==> src/header_checksum_deframer_core_assert.svh <==
// Assertion macros shared by the deframer RTL files.
`ifndef HEADER_CHECKSUM_DEFRAMER_CORE_ASSERT_SVH
`define HEADER_CHECKSUM_DEFRAMER_CORE_ASSERT_SVH
`ifndef NO_ASSERTIONS
`define HCD_ASSERT_HOLDS(label, c, r, expr) \
  label: assert property (@(posedge c) disable iff (r) (expr)) \
    else $error("assertion failed");
`define HCD_ASSERT_IMPL(label, c, r, a, b) \
  label: assert property (@(posedge c) disable iff (r) (a) |-> (b)) \
    else $error("assertion failed");
`define HCD_ASSERT_NEXT(label, c, r, a, b) \
  label: assert property (@(posedge c) disable iff (r) (a) |=> (b)) \
    else $error("assertion failed");
`else
`define HCD_ASSERT_HOLDS(label, c, r, expr)
`define HCD_ASSERT_IMPL(label, c, r, a, b)
`define HCD_ASSERT_NEXT(label, c, r, a, b)
`endif
`endif

==> src/hcd_pkg.sv <==
// Shared types, constants and helpers of the header checksum deframer.
`default_nettype none
package hcd_pkg;

  localparam int HDR_LEN = 6;
  localparam logic [2:0] CHECK_POS = 3'(HDR_LEN - 1);

  localparam logic [1:0] KIND_PAYLOAD = 2'd0;
  localparam logic [1:0] KIND_EMPTY   = 2'd1;
  localparam logic [1:0] KIND_CSUM    = 2'd2;

  typedef struct packed {
    logic [1:0] kind;
    logic [7:0] channel;
    logic [7:0] data;
    logic       last;
  } result_t;

  function automatic logic [3:0] pop8(input logic [7:0] v);
    logic [3:0] n;
    n = 4'd0;
    for (int b = 0; b < 8; b++) begin
      n = n + {3'd0, v[b]};
    end
    return n;
  endfunction

endpackage
`default_nettype wire

==> src/header_checksum_deframer_core.sv <==
// Header checksum deframer: top level.
// Takes one link byte per transfer and splits the stream into messages with a
// 6-byte header (channel, 32-bit big-endian length, popcount check byte).
// Each payload byte comes out tagged with its channel, the final one with
// last set; a zero-length message gives one empty result and a bad check byte
// gives one error result, after which the next byte starts a new header.
// Header bytes other than the check byte give no result. One byte is taken
// every cycle while in_stall is low. A two-entry output stage (result register
// plus skid register) lets input keep flowing while a result waits; in_stall
// rises only when both entries are occupied.
`default_nettype none
module header_checksum_deframer_core (
  input  wire logic       clk,
  input  wire logic       rst,
  input  wire logic       in_valid,
  output logic            in_stall,
  input  wire logic [7:0] rx_byte,
  output logic            out_valid,
  input  wire logic       out_stall,
  output logic [1:0]      result_kind,
  output logic [7:0]      channel,
  output logic [7:0]      payload_byte,
  output logic            last
);

  logic             accept;
  logic             push;
  logic             full;
  hcd_pkg::result_t res;
  hcd_pkg::result_t out_data;

  assign in_stall = full;
  assign accept   = in_valid && !full;

  hcd_parser u_parser (
    .clk     (clk),
    .rst     (rst),
    .accept  (accept),
    .rx_byte (rx_byte),
    .push    (push),
    .res     (res)
  );

  hcd_out_buf u_out_buf (
    .clk       (clk),
    .rst       (rst),
    .push      (push),
    .push_data (res),
    .full      (full),
    .out_valid (out_valid),
    .out_stall (out_stall),
    .out_data  (out_data)
  );

  assign result_kind  = out_data.kind;
  assign channel      = out_data.channel;
  assign payload_byte = out_data.data;
  assign last         = out_data.last;

endmodule
`default_nettype wire

==> src/hcd_parser.sv <==
// Header tracking, checksum compare and result formation for each byte.
`default_nettype none
`include "header_checksum_deframer_core_assert.svh"
module hcd_parser (
  input  wire logic             clk,
  input  wire logic             rst,
  input  wire logic             accept,
  input  wire logic [7:0]       rx_byte,
  output logic                  push,
  output hcd_pkg::result_t      res
);

  logic [2:0]  header_position;
  logic [7:0]  message_channel;
  logic [31:0] length_shift;
  logic [5:0]  ones_count;
  logic [31:0] bytes_remaining;
  logic        in_payload;

  logic [31:0] remaining_next;
  logic [5:0]  pop_ext;
  logic        csum_ok;

  assign remaining_next = bytes_remaining - 32'd1;
  assign pop_ext        = {2'd0, hcd_pkg::pop8(rx_byte)};
  assign csum_ok        = (rx_byte == {2'd0, ones_count});

  always_comb begin
    push        = 1'b0;
    res.kind    = hcd_pkg::KIND_PAYLOAD;
    res.channel = message_channel;
    res.data    = 8'd0;
    res.last    = 1'b1;
    if (in_payload) begin
      push     = accept;
      res.data = rx_byte;
      res.last = (remaining_next == 32'd0);
    end else if (header_position >= hcd_pkg::CHECK_POS) begin
      if (!csum_ok) begin
        push     = accept;
        res.kind = hcd_pkg::KIND_CSUM;
      end else if (length_shift == 32'd0) begin
        push     = accept;
        res.kind = hcd_pkg::KIND_EMPTY;
      end
    end
  end

  always_ff @(posedge clk) begin
    if (rst) begin
      header_position <= 3'd0;
      message_channel <= 8'd0;
      length_shift    <= 32'd0;
      ones_count      <= 6'd0;
      bytes_remaining <= 32'd0;
      in_payload      <= 1'b0;
    end else if (accept) begin
      if (in_payload) begin
        bytes_remaining <= remaining_next;
        if (remaining_next == 32'd0) begin
          in_payload <= 1'b0;
        end
      end else if (header_position == 3'd0) begin
        message_channel <= rx_byte;
        length_shift    <= 32'd0;
        ones_count      <= pop_ext;
        header_position <= 3'd1;
      end else if (header_position < hcd_pkg::CHECK_POS) begin
        length_shift    <= {length_shift[23:0], rx_byte};
        ones_count      <= ones_count + pop_ext;
        header_position <= header_position + 3'd1;
      end else begin
        // check byte: start the next header unless a payload follows
        header_position <= 3'd0;
        ones_count      <= 6'd0;
        if (csum_ok && length_shift != 32'd0) begin
          bytes_remaining <= length_shift;
          in_payload      <= 1'b1;
        end
      end
    end
  end

  `HCD_ASSERT_HOLDS(a_pos_range, clk, rst, header_position <= hcd_pkg::CHECK_POS)
  `HCD_ASSERT_IMPL(a_payload_count, clk, rst, in_payload, bytes_remaining != 32'd0)
  `HCD_ASSERT_IMPL(a_payload_pos, clk, rst, in_payload, header_position == 3'd0)
  `HCD_ASSERT_NEXT(a_last_leaves, clk, rst, accept && in_payload && res.last, !in_payload)

endmodule
`default_nettype wire

==> src/hcd_out_buf.sv <==
// Output register with a skid stage on the result channel.
`default_nettype none
`include "header_checksum_deframer_core_assert.svh"
module hcd_out_buf (
  input  wire logic              clk,
  input  wire logic              rst,
  input  wire logic              push,
  input  wire hcd_pkg::result_t  push_data,
  output logic                   full,
  output logic                   out_valid,
  input  wire logic              out_stall,
  output hcd_pkg::result_t       out_data
);

  logic             skid_valid;
  hcd_pkg::result_t skid_data;
  logic             advance;

  assign advance = !out_valid || !out_stall;
  assign full    = skid_valid;

  always_ff @(posedge clk) begin
    if (rst) begin
      out_valid  <= 1'b0;
      skid_valid <= 1'b0;
    end else if (advance) begin
      if (skid_valid) begin
        out_valid  <= 1'b1;
        skid_valid <= 1'b0;
      end else begin
        out_valid <= push;
      end
    end else if (push) begin
      skid_valid <= 1'b1;
    end
  end

  always_ff @(posedge clk) begin
    if (advance) begin
      out_data <= skid_valid ? skid_data : push_data;
    end else if (push) begin
      skid_data <= push_data;
    end
  end

  `HCD_ASSERT_IMPL(a_skid_behind_out, clk, rst, skid_valid, out_valid)
  `HCD_ASSERT_IMPL(a_no_push_when_full, clk, rst, skid_valid, !push)
  `HCD_ASSERT_NEXT(a_skid_drains, clk, rst, skid_valid && !out_stall, out_valid && !skid_valid)

endmodule
`default_nettype wire
==> config.mk <==
export PLATFORM = sky130hd
export DESIGN_NAME = header_checksum_deframer_core
export DESIGN_NICKNAME = d
export VERILOG_FILES = /design/src/hcd_pkg.sv /design/src/header_checksum_deframer_core.sv /design/src/hcd_parser.sv /design/src/hcd_out_buf.sv
export VERILOG_INCLUDE_DIRS = /design/src /design/src/src
export SDC_FILE = /design/constraint.sdc
export NUM_CORES = 1
export LEC_CHECK = 0
export BUFFER_PORTS_ARGS = -buffer_cell sky130_fd_sc_hd__buf_2
export CAP_MARGIN = 0
export CORE_UTILIZATION = 61
export DETAILED_ROUTE_END_ITERATION = 8
export PLACE_DENSITY = 0.83
export SLEW_MARGIN = 0
export SYNTH_ARGS = -nofsm -noshare
export SYNTH_HDL_FRONTEND = slang
export SYNTH_SLANG_ARGS = --single-unit
==> constraint.sdc <==
create_clock -name clk -period 5.55 [get_ports clk]
set_input_delay 0.8325 -clock clk [delete_from_list [all_inputs] [get_ports clk]]
set_output_delay 0.8325 -clock clk [all_outputs]
set_load 0.1 [all_outputs]
==> flow_metrics.tcl, run 1 <==
set metrics [dict create \
    syn_inst 654 \
    rows 36 \
    fmaxAchievable_ghz 0.240 \
    pin_count 33 \
    max_cap_viol_count 0 \
    dieArea_um2 10700 \
    via_per_inst 6.72 \
    irDropWorstVdd_mv 0.223 \
    seq_area_frac_synth_pct 44.9 \
    cts_resized 0 \
    ant_nets 0 \
    drtIter0Drc 816 \
    rsz0062_at_grt "false" \
    vias 5476 \
    yosys_warnings 0 \
    worstRegToRegCells 7 \
    cp.depth 15 \
    hpwl_mm 10.5 \
    finClkSkew_ns 0.00750 \
    gp_congestion 1.01 \
    cts_tree "done" \
    design_area_um2 7060 \
    cts.sinks 122 \
    dieWidth_um 103 \
    design.core.area_um2 9860 \
    synth_top_family_by_area "compound AO/OA/AOI/OAI gates" \
    wl_per_cell_um 19.6 \
    die_height_um 103 \
    cpMostUsedCell "fa_1" \
    syn-cell-area_um2 6280 \
    cts_max_level 4 \
    grt_pass1_wl_mm 25.4 \
    synth_ff_type "dfxtp_1" \
    finish.utilization_pct 71.5 \
    avgSynthCellArea_um2 9.60 \
    antenna_found_initial 0 \
    maxSlewViolCount 0 \
    synth_simple_gate_area_share_pct 18.7 \
    final_nets 698 \
    synth_compound_area_share_pct 18.9 \
    clk_pin_slew_ns 0.06 \
    io_buffers 32 \
    grt.total_usage_pct 31.4 \
    end_kind "flip-flop" \
    fin_setup_tns_ns 0 \
    cts_root_buf "clkbuf_8" \
    critPathMaxStageDelay_ns 0.56 \
    timing.slew.headroom_pct 22.7 \
    nFillCells 674 \
    critPathMaxFanout 5 \
    syn_to_final_growth_pct 12.3 \
    crit_path_start_kind "input pin" \
    tightest_slew_ns 1.15 \
    status "finished, final reports clean" \
    grt_max_degree 72 \
    clk_latency_ns 0.52 \
    gr-total-overflow 0 \
    holdWs_ns 0.463 \
    synth_edf_count 38 \
    cts_buffer_depth 2 \
    hp-class "reg2reg" \
    synth_xor_area_share_pct 2.49 \
    slowest_stage "fa_1" \
    power_density_nw_per_um2 310 \
    crit_type "in2reg" \
    synth.ff_latch_count 122 \
    seq_area_um2 2820 \
    drive_gt1_share_pct 16.9 \
    cts_made_buffers 17 \
    setup_viol 0 \
    multi_input_area_um2 3160 \
    ctsHoldBuffers 0 \
    drc_errors 0 \
    cp_cell_sequence "buf_2, ha_1, inv_1, fa_1, fa_1, fa_1, fa_1, inv_1, ha_1, a21o_1, a21oi_1, nor2b_1, o21a_1, nand2b_1, a311oi_1" \
    leakage_nw 2.76 \
    syn_nets 683 \
    arrival_ns 4.60 \
    drt-total-wl_mm 16.0 \
    post-route-period-util_pct 75.1 \
    final.min_clock_period_ns 4.17 \
    path_buf_inv 3 \
    finalHoldViolCount 0 \
    dr.pass1.iters 6 \
    placed_cell_area_um2 6490 \
    cts_setup_buffers 0 \
    first_global_vias 4973 \
    async_flop_share_pct 0 \
    initial_core_util_pct 63.7 \
    cp_top_family "adder cells" \
    hold_depth 0 \
    diodes 0 \
    required_ns 5.98 \
    synthMuxAreaShare_pct 6.02 \
    synth_fa_ha_area_share_pct 3.98 \
    synthDistinctLibCells 71 \
]
state kept, by name (all words and copies together) (netlist names):
name and flops:
u_parser.ones_count 6, u_parser.header_position 3, u_parser.length_shift 32, u_out_buf.out_data 19, u_parser.message_channel 8, u_parser.bytes_remaining 32, u_out_buf.skid_data 19, u_out_buf.full 1
u_out_buf.out_valid 1, u_parser.in_payload 1
layer usage:
metal	up-vias	share of wire, %	global-route usage, %
met1	2588	42	44.1
li1	2474	-	-
met4	0	2.9	10.9
met5	-	0	0
met3	56	10	7.39
met2	358	44	47.4
layout make-up:
class | instances | share of cell area, %
Multi-Input combinational cell | 456 | 44.8
Sequential cell | 122 | 40.0
Clock buffer | 17 | 5.87
Timing Repair Buffer | 42 | 3.33
Tap cell | 133 | 2.36
Clock inverter | 15 | 2.07
Inverter | 30 | 1.60
cell usage in the layout (no fill, tap or decap), drive strengths merged, types with 5 or more instances in the layout:
cell    netlist  layout
ha           12      12
nand4         8       8
o311ai        7       7
or4           7       7
nand2        51      51
dfxtp        84      84
fa            5       5
mux2         19      19
nor2         67      67
o21ai        16      16
xor2          6       6
buf          11      42
nor3         22      22
o221ai        6       6
a211oi        8       8
xnor2        11      11
inv          29      39
mux2i        16      16
or3           5       5
a31oi         7       7
a21oi        37      37
edfxtp       38      38
a22oi        35      35
nor4         21      21
o31ai        18      18
clkbuf       35      17
nand2b       12      12
nand3         9       9
cells by family after synthesis:
group,after synthesis
compound gates,167
fa+ha+maj,17
xor+xnor,17
buf+inv,76
simple gates,220
mux,35
flops,122
through the flow:
step	setup WS [ns]	power (mW)	cells
detailed placement	0.877	1.17	783
floorplan	1.25	1.12	654
finish	1.38	2.19	815
global placement	0.998	1.16	783
global route	1.18	2.26	815
CTS	1.38	2.19	815
synthesized netlist by cell type (3+ instances only):
master,n,area [um^2]
dfxtp_1,84,1680
nor2_1,67,251
nand2_1,51,191
edfxtp_1,38,1140
a21oi_1,36,180
a22oi_1,35,263
clkbuf_1,35,131
inv_1,28,105
mux2_2,18,203
nor3_1,18,90.1
o31ai_1,18,135
mux2i_1,16,160
nor4_1,16,100
o21ai_0,15,75.1
ha_1,12,150
nand2b_1,12,75.1
xnor2_1,11,96.3
a211oi_1,8,60.1
nand3_1,8,40.0
a31oi_1,7,43.8
nand4_1,7,43.8
o311ai_0,7,61.3
o221ai_1,6,52.6
buf_2,5,25.0
fa_1,5,100
or3_1,5,31.3
or4_1,5,37.5
xor2_1,5,43.8
a222oi_1,4,40.0
and3_1,4,25.0
nor2b_1,4,25.0
o32ai_1,4,35.0
nor3_2,3,30.0
nor4_2,3,37.5
nor4b_1,3,26.3
o41ai_1,3,26.3
power by group:
group / switching (mW) / leakage, nW / internal, mW
clock network: 0.460 / 0.271 / 0.573
registers: 0.0148 / 1.08 / 0.931
logic: 0.139 / 1.41 / 0.0728
total: 0.613 / 2.76 / 1.58
worst paths after layout:
check / to / slack (ns) / startpoint
max: u_parser.ones_count[5]$_SDFFE_PP0P_ / 1.38 / rx_byte[0]
min: u_out_buf.skid_data[11]$_DFFE_PP_ / 0.46 / u_parser.message_channel[2]$_SDFFE_PP0P_
max reg2reg: u_parser.bytes_remaining[5]$_SDFFE_PP0P_ / 2.44 / u_parser.length_shift[1]$_SDFFE_PP0P_
min reg2reg: u_out_buf.skid_data[11]$_DFFE_PP_ / 0.46 / u_parser.message_channel[2]$_SDFFE_PP0P_
(Power assumes the default switching activity.)
==> inputs of run 2 (changes only) <==
==> constraint.sdc (replaced) <==
create_clock -name clk -period 4.1 [get_ports clk]
set_input_delay 0.615 -clock clk [delete_from_list [all_inputs] [get_ports clk]]
set_output_delay 0.615 -clock clk [all_outputs]
set_load 0.1 [all_outputs]
==> run 2 against run 1 <==
  * Wire length grew 4.9%
  * Combinational power grew 52%
  * Worst hold slack lost 0.048 ns
  * Critical path depth is the same
  * Sequential power grew 35%
  * Die area is the same
  * Power grew 44%
  * Count of clock-buffer cells in the layout grew 1
  * Cell count grew 1.2%
  * Worst setup slack lost 1.1 ns
  * Sequential share of layout area shrank 0.70 points
  * Critical endpoint unchanged
  * Highest routed layer unchanged
==> flow_metrics.tcl, run 2 (synthesized netlist as in run 1, its figures left out) <==
set metrics [dict create \
    cts_buffer_depth 2 \
    tightest_slew_ns 0.927 \
    grt.total_usage_pct 33.1 \
    cts_tree "done" \
    first_global_vias 5073 \
    r2r_setup_slack_ns 1.19 \
    power.share.clock_pct 49.2 \
    cts_max_level 4 \
    grt_pass1_wl_mm 26.3 \
    dp_cells 793 \
    crit_path_start_kind "input pin" \
    dieArea_um2 10700 \
    rows 36 \
    rsz0062_at_grt "false" \
    setup_viol 0 \
    via_per_inst 6.68 \
    ant_nets 0 \
    clk_latency_ns 0.53 \
    final_cell_mix "dfxtp_1, nor2_1, nand2_1" \
    clk_pin_slew_ns 0.06 \
    die_height_um 103 \
    final.min_clock_period_ns 3.82 \
    cts_made_buffers 17 \
    seqPwrFrac_pct 40.6 \
    timing.slew.headroom_pct 38.1 \
    cts.sinks 122 \
    hpwl_mm 10.5 \
    wl_per_cell_um 20.3 \
    finClkSkew_ns 0.00807 \
    gr-total-overflow 0 \
    instances_no_fill 825 \
    required_ns 4.54 \
    antenna_found_initial 0 \
    drive_gt1_share_pct 17.8 \
    max_cap_viol_count 0 \
    critPathMaxFanout 2 \
    finalHoldViolCount 0 \
    end_kind "flip-flop" \
    swShare_pct 24.8 \
    fmaxAchievable_ghz 0.262 \
    design.core.area_um2 9860 \
    finish.utilization_pct 72.8 \
    drtIter0Drc 676 \
    diodes 0 \
    intPower_mw 2.37 \
    syn_to_final_growth_pct 14.3 \
    hp-class "in2reg" \
    p_sw_mw 0.782 \
    cts_setup_buffers 0 \
    power.total_mw 3.15 \
    cts_root_buf "clkbuf_8" \
    leakage_nw 2.83 \
    cts_resized 0 \
    io_buffers 32 \
    vias 5514 \
    pin_count 33 \
    reg.largest.list "u_parser.bytes_remaining (32), u_parser.length_shift (32)" \
    status "finished, final reports clean" \
    crit_type "in2reg" \
    dieWidth_um 103 \
    drt-total-wl_mm 16.7 \
    dr.pass1.iters 6 \
    gp_congestion 0.931 \
    final_nets 708 \
    power_density_nw_per_um2 439 \
    grt_max_degree 71 \
    ctsHoldBuffers 0 \
    final_common_cell "dfxtp_1" \
    initial_core_util_pct 63.7 \
    comb_power_share_pct 10.2 \
    drc_errors 0 \
    irDropWorstVdd_mv 0.355 \
    post-route-period-util_pct 93.2 \
    arrival_ns 4.26 \
    maxSlewViolCount 0 \
]
[run 2: changes by cell type in the layout (fill, tap and decap cells not counted)]
cell       previous run  this run
buf_4                10        20
bufinv_16             0         4
inv_8                 4         0
clkinv_2              0         2
inv_6                 6         4
clkbuf_1              0         1
clkinv_1              1         2
clkinv_4              2         1
clkinv_8              1         0
[run 2: path summary, 6_finish.rpt]
kind                                              endpoint  depth (start not counted)                                     start
hold / removal    u_parser.message_channel[7]$_SDFFE_PP0P_                          3                                rx_byte[7]
setup reg to reg           u_out_buf.out_data[0]$_DFFE_PP_                          6  u_parser.bytes_remaining[4]$_SDFFE_PP0P_
setup / recovery       u_parser.ones_count[5]$_SDFFE_PP0P_                         15                                rx_byte[1]
hold reg to reg          u_out_buf.skid_data[11]$_DFFE_PP_                          0  u_parser.message_channel[2]$_SDFFE_PP0P_
[run 2: per-stage QoR]
stage	setup TNS [ns]	hold WS, ns	area (um^2)	setup slack, ns
after global placement	-0.239	0.439	6570	-0.131
after CTS	0	0.395	7180	0.291
final	0	0.415	7180	0.278
after detailed placement	-0.668	0.447	6570	-0.248
after global routing	0	0.423	7180	0.124
after floorplan	0	0.426	6280	0.0192
[run 2: worst max-delay path: stages]
cell and delay, ns:
buf_2 0.11, ha_1 0.27, inv_1 0.05, fa_1 0.50, fa_1 0.43, fa_1 0.43, fa_1 0.52, inv_1 0.06
ha_1 0.28, a21o_1 0.16, a21oi_1 0.18, nor2b_1 0.07, o21a_1 0.17, nand2b_1 0.14, a311oi_1 0.27
[run 2: layer usage]
layer	GRT usage, %	share of wire (%)	vias up
met3	8.13	9.7	79
li1	-	-	2486
met2	50.4	46	323
met4	14.7	4.1	0
met1	44.7	40	2626
met5	0	0	-
[run 2: final cells by class]
cell class	count	area [um^2]
clock buffer	18	418
sequential	122	2820
clock inverter	14	193
fill	678	2680
tap	133	166
multi-input combinational	456	3160
timing repair buffer	52	310
inverter	30	113
[run 2: power groups by stage]
stage	sequential, mW	clock (mW)	combinational, mW
after CTS	1.28	1.55	0.317
after global routing	1.28	1.61	0.344
after global placement	1.30	0	0.291
after detailed placement	1.30	0	0.313
after floorplan	1.34	0	0.179
final	1.28	1.55	0.322
